File: config.mk
export PLATFORM = sky130hd
export DESIGN_NAME = joystick_axis_to_drive_command_top_flat
export DESIGN_NICKNAME = d
export VERILOG_FILES = /design/src/hdl/jadc_pkg.sv /design/src/hdl/jadc_axis_if.sv /design/src/hdl/jadc_cmd_if.sv /design/src/hdl/joystick_axis_to_drive_command_top.sv /design/src/flat_wrapper.sv
export SDC_FILE = /design/constraint.sdc
export NUM_CORES = 1
export LEC_CHECK = 0
export ABC_CLOCK_PERIOD_IN_PS = 17600
export BUFFER_PORTS_ARGS = -buffer_cell sky130_fd_sc_hd__buf_2
export CORE_UTILIZATION = 61
export DETAILED_ROUTE_END_ITERATION = 7
export PLACE_DENSITY = 0.89
export SLEW_MARGIN = 20
export SYNTH_ARGS = -nofsm -noshare
export SYNTH_HDL_FRONTEND = slang
export SYNTH_SLANG_ARGS = --single-unit
File: constraint.sdc
create_clock -name clk -period 17.6 [get_ports clk]
set_input_delay 2.64 -clock clk [delete_from_list [all_inputs] [get_ports clk]]
set_output_delay 2.64 -clock clk [all_outputs]
set_load 0.005 [all_outputs]
File: src/hdl/jadc_pkg.sv
// Shared constants, stage records and helpers for the joystick drive command block.
`default_nettype none

package jadc_pkg;

    // Controller kinds held in the mode register
    localparam logic [1:0] MODE_STICK   = 2'd0;
    localparam logic [1:0] MODE_GAMEPAD = 2'd1;
    localparam logic [1:0] MODE_RUDDER  = 2'd2;

    // Axis numbers that carry meaning in each mode
    localparam logic [7:0] AXIS_STEER        = 8'd0;
    localparam logic [7:0] AXIS_STICK_DRIVE  = 8'd4;
    localparam logic [7:0] AXIS_PAD_STEER    = 8'd3;
    localparam logic [7:0] AXIS_PAD_FWD      = 8'd2;
    localparam logic [7:0] AXIS_PAD_REV      = 8'd5;
    localparam logic [7:0] AXIS_RUDDER_FWD   = 8'd3;
    localparam logic [7:0] AXIS_RUDDER_REV   = 8'd2;

    // Trigger split and rudder scaling
    localparam logic signed [16:0] HALF_OFFSET   = 17'sd16384;
    localparam logic signed [16:0] FULL_SCALE    = 17'sd32768;
    localparam logic signed [15:0] RUDDER_LIMIT  = 16'sd7000;
    localparam logic signed [31:0] RUDDER_BIAS   = 32'sd458738000;
    // floor(a / 14000) = ((a >> 4) * RECIP_M) >> RECIP_SHIFT for a below 2^29
    localparam logic [25:0]        RECIP_M       = 26'd39268273;
    localparam int                 RECIP_SHIFT   = 35;

    // Command mapping
    localparam logic signed [17:0] STEER_CENTER  = 18'sd32768;
    localparam logic [6:0]         STEER_MAX     = 7'd120;
    localparam logic [6:0]         STEER_RESET   = 7'd85;
    localparam logic [6:0]         STEER_STEP    = 7'd5;
    localparam logic [7:0]         THROTTLE_STEP = 8'd10;
    localparam logic [7:0]         DIV5_M        = 8'd205;

    // Routing decision for one item, after the first stage
    typedef struct packed {
        logic                upd_steer;
        logic                upd_drive;
        logic                rudder;
        logic                rud_neg;
        logic [24:0]         rud_mag;
        logic signed [16:0]  steer_val;
        logic signed [16:0]  drive_val;
    } route_t;

    // New axis values for one item, after rudder scaling
    typedef struct packed {
        logic                upd_steer;
        logic                upd_drive;
        logic signed [16:0]  steer_val;
        logic signed [16:0]  drive_val;
    } axes_t;

    // Exact floor(p / 5) for any 7-bit p
    function automatic logic [4:0] div5(input logic [6:0] p);
        logic [14:0] prod;
        prod = {8'd0, p} * {7'd0, DIV5_M};
        return prod[14:10];
    endfunction

endpackage

`default_nettype wire

File: src/hdl/jadc_axis_if.sv
// Channel carrying joystick axis events.
`default_nettype none

interface jadc_axis_if;
    logic               valid;
    logic               ready;
    logic [7:0]         axis_number;
    logic signed [15:0] axis_value;

    modport source (output valid, output axis_number, output axis_value, input ready);
    modport sink   (input valid, input axis_number, input axis_value, output ready);
endinterface

`default_nettype wire

File: src/hdl/jadc_cmd_if.sv
// Channel carrying drive commands.
`default_nettype none

interface jadc_cmd_if;
    logic              valid;
    logic              ready;
    logic signed [8:0] throttle_cmd;
    logic [6:0]        steering_cmd;

    modport source (output valid, output throttle_cmd, output steering_cmd, input ready);
    modport sink   (input valid, input throttle_cmd, input steering_cmd, output ready);
endinterface

`default_nettype wire

File: src/hdl/joystick_axis_to_drive_command_top.sv
// Joystick axis events in, steering and throttle commands out.
//
// Usage:
//   axis_in  : valid/ready channel of axis events (axis_number, axis_value).
//   cmd_out  : valid/ready channel of commands (throttle_cmd, steering_cmd).
//   cfg_we / cfg_wdata : write the controller mode (stick, gamepad, rudder).
//     Write the mode only while no event is in flight.
// Each event routes to the stored steering or drive axis according to the mode;
// both axes are then mapped to commands, and an item leaves on cmd_out only when
// a command differs from the last one sent. The first event always sends.
// An accepted event passes the input register, routing stage, rudder scaling stage,
// then compare into the output register before it reaches cmd_out.
// Throughput: one event per cycle unless cmd_out stalls; the rudder divide by 14000
// is a reciprocal multiply in its own stage, so no stage iterates.
// Reset clears all stage valids, sets mode to stick and forgets the last command.
// When cmd_out stalls, the last stage holds and the earlier stages keep filling
// their empty slots; axis_in drops ready only once every stage holds an item.
`default_nettype none

module joystick_axis_to_drive_command_top
    import jadc_pkg::*;
(
    input  wire logic        clk,
    input  wire logic        rst_n,
    input  wire logic        cfg_we,
    input  wire logic [1:0]  cfg_wdata,
    jadc_axis_if.sink        axis_in,
    jadc_cmd_if.source       cmd_out
);

    // Mode register
    logic [1:0] mode_reg;

    // Stage 0: input register
    logic               s0_valid_reg;
    logic [7:0]         s0_axis_reg;
    logic signed [15:0] s0_value_reg;

    // Stage 1: routing decision
    logic   s1_valid_reg;
    route_t s1_reg;
    route_t s1_next;

    // Stage 2: new axis values
    logic   s2_valid_reg;
    axes_t  s2_reg;
    axes_t  s2_next;

    // Output stage: last sent command doubles as the output payload
    logic              out_valid_reg;
    logic              sent_once_reg;
    logic [6:0]        last_steer_reg;
    logic signed [8:0] last_thr_reg;

    // Handshake chain
    logic out_free;
    logic s2_ready;
    logic s1_ready;
    logic s0_ready;
    logic fire2;

    assign out_free = !out_valid_reg || cmd_out.ready;
    assign s2_ready = !s2_valid_reg || out_free;
    assign s1_ready = !s1_valid_reg || s2_ready;
    assign s0_ready = !s0_valid_reg || s1_ready;
    assign fire2    = s2_valid_reg && out_free;

    assign axis_in.ready = s0_ready;

    // ---------------------------------------------------------------
    // Stage 1 logic: routing decision, trigger split, rudder clamp and numerator
    // ---------------------------------------------------------------
    logic signed [16:0] v_ext;
    logic signed [16:0] v_sum;
    logic signed [16:0] v_half;
    logic signed [16:0] trig;
    logic signed [15:0] clamped;
    logic signed [15:0] d_sum;
    logic [14:0]        d_val;
    logic [30:0]        rud_prod;
    logic signed [31:0] rud_num;
    logic [31:0]        rud_abs;

    assign v_ext  = {s0_value_reg[15], s0_value_reg};
    // Truncate toward zero: bump negative values by one before the shift
    assign v_sum  = v_ext + $signed({16'd0, s0_value_reg[15]});
    assign v_half = v_sum >>> 1;
    assign trig   = v_half + HALF_OFFSET;

    always_comb
    begin
        if (s0_value_reg > RUDDER_LIMIT)
        begin
            clamped = RUDDER_LIMIT;
        end
        else if (s0_value_reg < -RUDDER_LIMIT)
        begin
            clamped = -RUDDER_LIMIT;
        end
        else
        begin
            clamped = s0_value_reg;
        end
    end

    assign d_sum    = clamped + RUDDER_LIMIT;
    assign d_val    = d_sum[14:0];
    // d * 65535 as a shift and subtract
    assign rud_prod = {d_val, 16'd0} - {16'd0, d_val};
    assign rud_num  = $signed({1'b0, rud_prod}) - RUDDER_BIAS;
    assign rud_abs  = rud_num[31] ? 32'(-rud_num) : 32'(rud_num);

    always_comb
    begin
        s1_next           = '0;
        s1_next.rud_neg   = rud_num[31];
        s1_next.rud_mag   = rud_abs[28:4];
        s1_next.steer_val = v_ext;
        case (mode_reg)
            MODE_STICK:
            begin
                if (s0_axis_reg == AXIS_STEER)
                begin
                    s1_next.upd_steer = 1'b1;
                end
                else if (s0_axis_reg == AXIS_STICK_DRIVE)
                begin
                    s1_next.upd_drive = 1'b1;
                    s1_next.drive_val = v_ext;
                end
            end
            MODE_GAMEPAD:
            begin
                if (s0_axis_reg == AXIS_STEER || s0_axis_reg == AXIS_PAD_STEER)
                begin
                    s1_next.upd_steer = 1'b1;
                end
                else if (s0_axis_reg == AXIS_PAD_FWD)
                begin
                    s1_next.upd_drive = 1'b1;
                    s1_next.drive_val = trig;
                end
                else if (s0_axis_reg == AXIS_PAD_REV)
                begin
                    s1_next.upd_drive = 1'b1;
                    s1_next.drive_val = -trig;
                end
            end
            MODE_RUDDER:
            begin
                if (s0_axis_reg == AXIS_STEER)
                begin
                    s1_next.upd_steer = 1'b1;
                    s1_next.rudder    = 1'b1;
                end
                else if (s0_axis_reg == AXIS_RUDDER_FWD)
                begin
                    s1_next.upd_drive = 1'b1;
                    s1_next.drive_val = FULL_SCALE - trig;
                end
                else if (s0_axis_reg == AXIS_RUDDER_REV)
                begin
                    s1_next.upd_drive = 1'b1;
                    s1_next.drive_val = trig - FULL_SCALE;
                end
            end
            default:
            begin
                // Undefined mode routes nothing
                s1_next.upd_steer = 1'b0;
            end
        endcase
    end

    // ---------------------------------------------------------------
    // Stage 2 logic: rudder divide by 14000 as a reciprocal multiply
    // ---------------------------------------------------------------
    logic [50:0]        recip_prod;
    logic [15:0]        rud_q;
    logic signed [16:0] rud_steer;

    assign recip_prod = {26'd0, s1_reg.rud_mag} * {25'd0, RECIP_M};
    assign rud_q      = recip_prod[RECIP_SHIFT +: 16];
    assign rud_steer  = s1_reg.rud_neg ? -$signed({1'b0, rud_q}) : $signed({1'b0, rud_q});

    always_comb
    begin
        s2_next.upd_steer = s1_reg.upd_steer;
        s2_next.upd_drive = s1_reg.upd_drive;
        s2_next.steer_val = s1_reg.rudder ? rud_steer : s1_reg.steer_val;
        s2_next.drive_val = s1_reg.drive_val;
    end

    // ---------------------------------------------------------------
    // Output stage logic: map axes to commands, compare with last sent
    // ---------------------------------------------------------------
    logic signed [17:0] steer_shift;
    logic [16:0]        steer_pos;
    logic [22:0]        steer_scaled;
    logic [6:0]         steer_raw;
    logic [6:0]         steer_map;
    logic [16:0]        drive_abs;
    logic [24:0]        drive_scaled;
    logic [4:0]         thr_q;
    logic [7:0]         thr_mag;
    logic signed [8:0]  thr_map;
    logic [6:0]         steer_next;
    logic signed [8:0]  thr_next;
    logic               emit;

    assign steer_shift  = {s2_reg.steer_val[16], s2_reg.steer_val} + STEER_CENTER;
    assign steer_pos    = steer_shift[16:0];
    // (pos * 65) >> 16, the sign of the scale folded into the subtract below
    assign steer_scaled = {steer_pos, 6'd0} + {6'd0, steer_pos};
    assign steer_raw    = STEER_MAX - steer_scaled[22:16];
    assign steer_map    = {2'd0, div5(steer_raw)} * STEER_STEP;

    assign drive_abs    = s2_reg.drive_val[16] ? 17'(-s2_reg.drive_val)
                                               : 17'(s2_reg.drive_val);
    assign drive_scaled = {drive_abs, 8'd0} - {8'd0, drive_abs};
    // |drive| * 255 / 327680 = ((|drive| * 255) >> 16) / 5
    assign thr_q        = div5(drive_scaled[22:16]);
    assign thr_mag      = {3'd0, thr_q} * THROTTLE_STEP;
    assign thr_map      = s2_reg.drive_val[16] ? $signed({1'b0, thr_mag})
                                               : -$signed({1'b0, thr_mag});

    assign steer_next = s2_reg.upd_steer ? steer_map : last_steer_reg;
    assign thr_next   = s2_reg.upd_drive ? thr_map : last_thr_reg;
    assign emit       = !sent_once_reg || steer_next != last_steer_reg
                        || thr_next != last_thr_reg;

    // ---------------------------------------------------------------
    // Registers
    // ---------------------------------------------------------------
    always_ff @(posedge clk or negedge rst_n)
    begin
        if (!rst_n)
        begin
            mode_reg <= MODE_STICK;
        end
        else if (cfg_we)
        begin
            mode_reg <= cfg_wdata;
        end
    end

    always_ff @(posedge clk or negedge rst_n)
    begin
        if (!rst_n)
        begin
            s0_valid_reg <= 1'b0;
            s1_valid_reg <= 1'b0;
            s2_valid_reg <= 1'b0;
        end
        else
        begin
            if (s0_ready)
            begin
                s0_valid_reg <= axis_in.valid;
            end
            if (s1_ready)
            begin
                s1_valid_reg <= s0_valid_reg;
            end
            if (s2_ready)
            begin
                s2_valid_reg <= s1_valid_reg;
            end
        end
    end

    // Stage payloads advance with their valids
    always_ff @(posedge clk)
    begin
        if (s0_ready)
        begin
            s0_axis_reg  <= axis_in.axis_number;
            s0_value_reg <= axis_in.axis_value;
        end
        if (s1_ready)
        begin
            s1_reg <= s1_next;
        end
        if (s2_ready)
        begin
            s2_reg <= s2_next;
        end
    end

    // Last sent command is state: the first event after reset always sends
    always_ff @(posedge clk or negedge rst_n)
    begin
        if (!rst_n)
        begin
            out_valid_reg  <= 1'b0;
            sent_once_reg  <= 1'b0;
            last_steer_reg <= STEER_RESET;
            last_thr_reg   <= '0;
        end
        else if (fire2)
        begin
            out_valid_reg <= emit;
            if (emit)
            begin
                sent_once_reg  <= 1'b1;
                last_steer_reg <= steer_next;
                last_thr_reg   <= thr_next;
            end
        end
        else if (cmd_out.ready)
        begin
            out_valid_reg <= 1'b0;
        end
    end

    assign cmd_out.valid        = out_valid_reg;
    assign cmd_out.throttle_cmd = last_thr_reg;
    assign cmd_out.steering_cmd = last_steer_reg;

`ifndef SYNTHESIS
    // A command only goes out after something has been sent
    a_valid_after_send: assert property (@(posedge clk) disable iff (!rst_n)
        out_valid_reg |-> sent_once_reg)
        else $error("command valid before any item was sent");

    // The last stage never overwrites a command still waiting
    a_no_overwrite: assert property (@(posedge clk) disable iff (!rst_n)
        (out_valid_reg && !cmd_out.ready) |=>
            ($stable(last_steer_reg) && $stable(last_thr_reg)))
        else $error("pending command changed while stalled");

    // Steering stays within the servo range
    a_steer_range: assert property (@(posedge clk) disable iff (!rst_n)
        (last_steer_reg >= 7'd55 && last_steer_reg <= STEER_MAX))
        else $error("steering command out of range");

    // Throttle stays within its range
    a_thr_range: assert property (@(posedge clk) disable iff (!rst_n)
        (last_thr_reg >= -9'sd250 && last_thr_reg <= 9'sd250))
        else $error("throttle command out of range");
`endif

endmodule

`default_nettype wire
File: src/flat_wrapper.sv
// flat-port wrapper written by rule: the top's interface ports become plain ports
module joystick_axis_to_drive_command_top_flat import jadc_pkg::*;
  (clk, rst_n, cfg_we, cfg_wdata, axis_in_valid, axis_in_axis_number, axis_in_axis_value, axis_in_ready, cmd_out_valid, cmd_out_throttle_cmd, cmd_out_steering_cmd, cmd_out_ready);
  jadc_axis_if axis_in_i ();
  jadc_cmd_if cmd_out_i ();
  input  wire logic clk;
  input  wire logic rst_n;
  input  wire logic cfg_we;
  input  wire logic [1:0] cfg_wdata;
  input wire logic [$bits(axis_in_i.valid)-1:0] axis_in_valid;
  input wire logic [$bits(axis_in_i.axis_number)-1:0] axis_in_axis_number;
  input wire logic [$bits(axis_in_i.axis_value)-1:0] axis_in_axis_value;
  output wire logic [$bits(axis_in_i.ready)-1:0] axis_in_ready;
  output wire logic [$bits(cmd_out_i.valid)-1:0] cmd_out_valid;
  output wire logic [$bits(cmd_out_i.throttle_cmd)-1:0] cmd_out_throttle_cmd;
  output wire logic [$bits(cmd_out_i.steering_cmd)-1:0] cmd_out_steering_cmd;
  input wire logic [$bits(cmd_out_i.ready)-1:0] cmd_out_ready;
  assign axis_in_i.valid = axis_in_valid;
  assign axis_in_i.axis_number = axis_in_axis_number;
  assign axis_in_i.axis_value = axis_in_axis_value;
  assign axis_in_ready = axis_in_i.ready;
  assign cmd_out_valid = cmd_out_i.valid;
  assign cmd_out_throttle_cmd = cmd_out_i.throttle_cmd;
  assign cmd_out_steering_cmd = cmd_out_i.steering_cmd;
  assign cmd_out_i.ready = cmd_out_ready;
  joystick_axis_to_drive_command_top u_core (.clk(clk), .rst_n(rst_n), .cfg_we(cfg_we), .cfg_wdata(cfg_wdata), .axis_in(axis_in_i), .cmd_out(cmd_out_i));
endmodule
==> flow_metrics.tcl <==
set metrics [dict create \
    ios 49 \
    tightest_slew_ns 1.08 \
    critPathCaptureType "flop" \
    slowest_delay_ns 0.53 \
    postCtsHoldBufs 0 \
    clk_path_buf_depth 2 \
    reg2regPathDepth 46 \
    r2r_start "u_core.s2_reg[0]" \
    critPathMaxFanout 8 \
    post_cts_buffers 0 \
    yosys_warnings 0 \
    synthTopCellsByArea "fa_1 25%, ha_1 19%, edfxtp_1 16%, inv_1 6.0%, xnor2_1 4.4%" \
    cts_resized 0 \
    design_area_mm2 0.0241 \
    antenna_found_initial 0 \
    die_w_um 195 \
    synth.distinct_cells 94 \
    synth_flop_cell "edfxtp_1" \
    ys_seq_area_frac 0.186 \
    vias 17100 \
    rows 70 \
    synthArstFlopShare 0.159 \
    gr-total-overflow 0 \
    maxSlewViolCount 0 \
    setup_viol 0 \
    finish.utilization 0.658 \
    routedWlPerCell_um 20.3 \
    cts_tree "yes" \
    grt_pass1_vias 18000 \
    hold_viol_final 0 \
    netlist_instances 2243 \
    layout.cells.non_filler 2750 \
    fin_skew_ns 0.0199 \
    synth_nets 2895 \
    drt_drc_violations_left 0 \
    critPathKind "flop to flop" \
    cap_violations 0 \
    start_kind "flop" \
    route.antenna.remaining_nets 0 \
    critPathRequiredTime_ns 17.91 \
    fin_crit_ns 10.77 \
    vias_per_cell 6.22 \
    path_clk_slew_ns 0.07 \
    grt_max_degree 64 \
    synth.top_cells.by_count "366 x inv_1, 341 x ha_1, 280 x fa_1" \
    clock-sinks 145 \
    layout.nets 2921 \
    syn_avg_cell_area_um2 10.2 \
    min_path_cells 0 \
    numCtsBuffers 17 \
    place_hpwl_um 45900 \
    wl_um 55800 \
    largest_reg_flops 62 \
    synth_largest_area_cell "fa_1" \
    ctsHtreeMaxLevel 4 \
    syn_area_mm2 0.0228 \
    dp.cells 2718 \
    fin_crit_sh 0.612 \
    cpMaxStageDelayCell "fa_1" \
    hold_path_class "flop to flop" \
    hold_start "u_core.s1_reg[16]" \
    start_util 0.622 \
    status "completed" \
    numPortBuffers 48 \
    routabilityCongestion 0.988 \
    firstDrtPassIters 5 \
    drtIter0Drc 1513 \
    drive_above_1_share 0.0692 \
    track_usage 0.305 \
    core-area_mm2 0.0367 \
    arrival_ns 11.08 \
    yosysMostFrequentCell "inv_1" \
    fillers 2575 \
    fmax_ghz 0.0929 \
    syn2layout_area_growth_pct 5.68 \
    root_buffer "clkbuf_16" \
    insertion_delay_ns 0.43 \
    synth_edf_count 122 \
    crit_start "u_core.s2_reg[0]" \
    relSlewSlack 0.276 \
    dieArea_mm2 0.0382 \
    synth_top_area_frac 0.245 \
    grt_pass1_wl_um 92300 \
    rsz0062_at_grt "false" \
    placed_area_mm2 0.0235 \
    finalSetupTns_ns 0 \
    ys_seq_elements 145 \
    antenna_cells 0 \
    die_h_um 195 \
]
-- layout make-up --
class	instances	area, um2	area share
Timing Repair Buffer	56	300	0.0124
Inverter	367	1380	0.0571
Tap cell	468	586	0.0243
Clock buffer	18	429	0.0178
Multi-Input combinational cell	1682	17000	0.706
Clock inverter	14	153	0.00633
Sequential cell	145	4240	0.176
-- cells in the final DEF (no fill, tap or decap), types with 6 or more instances in the layout --
cell type	netlist	routed
fa_1	280	280
a211oi_1	22	22
nor4_1	11	11
a211o_1	7	7
nor3_1	29	29
nand3_1	50	49
inv_1	366	366
o211ai_1	14	14
nor3b_1	7	7
dfrtp_1	19	19
mux2_4	13	13
clkbuf_16	0	17
xor2_1	72	72
a31oi_1	18	17
buf_2	11	48
or2_2	14	14
buf_4	0	8
a31o_2	6	6
ha_1	341	341
o221ai_1	17	17
a21o_1	44	44
and3_1	23	23
nand2b_1	21	21
nand2_1	121	121
or3_1	9	9
xnor2_1	114	114
a21oi_1	80	80
nand4_1	19	19
mux2i_1	9	9
o31ai_1	16	16
o21a_1	10	10
o21ai_0	61	61
nor2b_1	23	23
and2_1	22	22
nor2_1	84	84
edfxtp_1	122	122
-- critical path, delay by kind of cell (launching register included) --
kind            cells  cell delay, ns
compound gates     14            3.21
fa+ha+maj           9            3.10
simple gates       11            2.08
xor+xnor            5            0.97
flops               1            0.51
buf+inv             6            0.42
mux                 1            0.33
-- layer usage --
layer  wire length, um  track usage  vias to the layer above  share of wire
li1                  -            -                     7741              -
met1             22300        0.397                     8400           0.40
met2             27200        0.517                      795           0.49
met3              4320       0.0484                      165          0.077
met4              1960        0.108                        0          0.035
met5                 0            0                        -              0
-- final timing paths --
kind | endpoint | slack [ns]
max reg2reg | u_core.cmd_out.steering_cmd[5] | 6.83
max in group asynchronous | u_core.cmd_out.steering_cmd[6] | 15.06
max | u_core.cmd_out.steering_cmd[5] | 6.83
min in group asynchronous | u_core.cmd_out.valid | 2.18
min | u_core.s2_reg[16] | 0.43
min reg2reg | u_core.s2_reg[16] | 0.43
-- stage by stage --
step / worst slack (ns) / hold WS [ns]
floorplan: 7.82 / 0.400
global placement: 7.44 / 0.410
detailed placement: 6.90 / 0.412
CTS: 6.80 / 0.430
global route: 6.34 / 0.445
finish: 6.83 / 0.433
-- cells by family (layout without fill, tap and decap cells) --
logic type,count (synthesis),after routing,synth area share
AOI/OAI and AO/OA,381,381,0.118
xor gates and xnor gates,189,189,0.0739
adders and majority gates,622,622,0.433
buffers and inverters,416,455,0.0690
DFF,145,145,0.186
muxes,26,26,0.0145
and+or+nand+nor,464,464,0.106
Power is not shown: default switching activity piles up to over one toggle a cycle in this logic, so the estimate is an artifact.
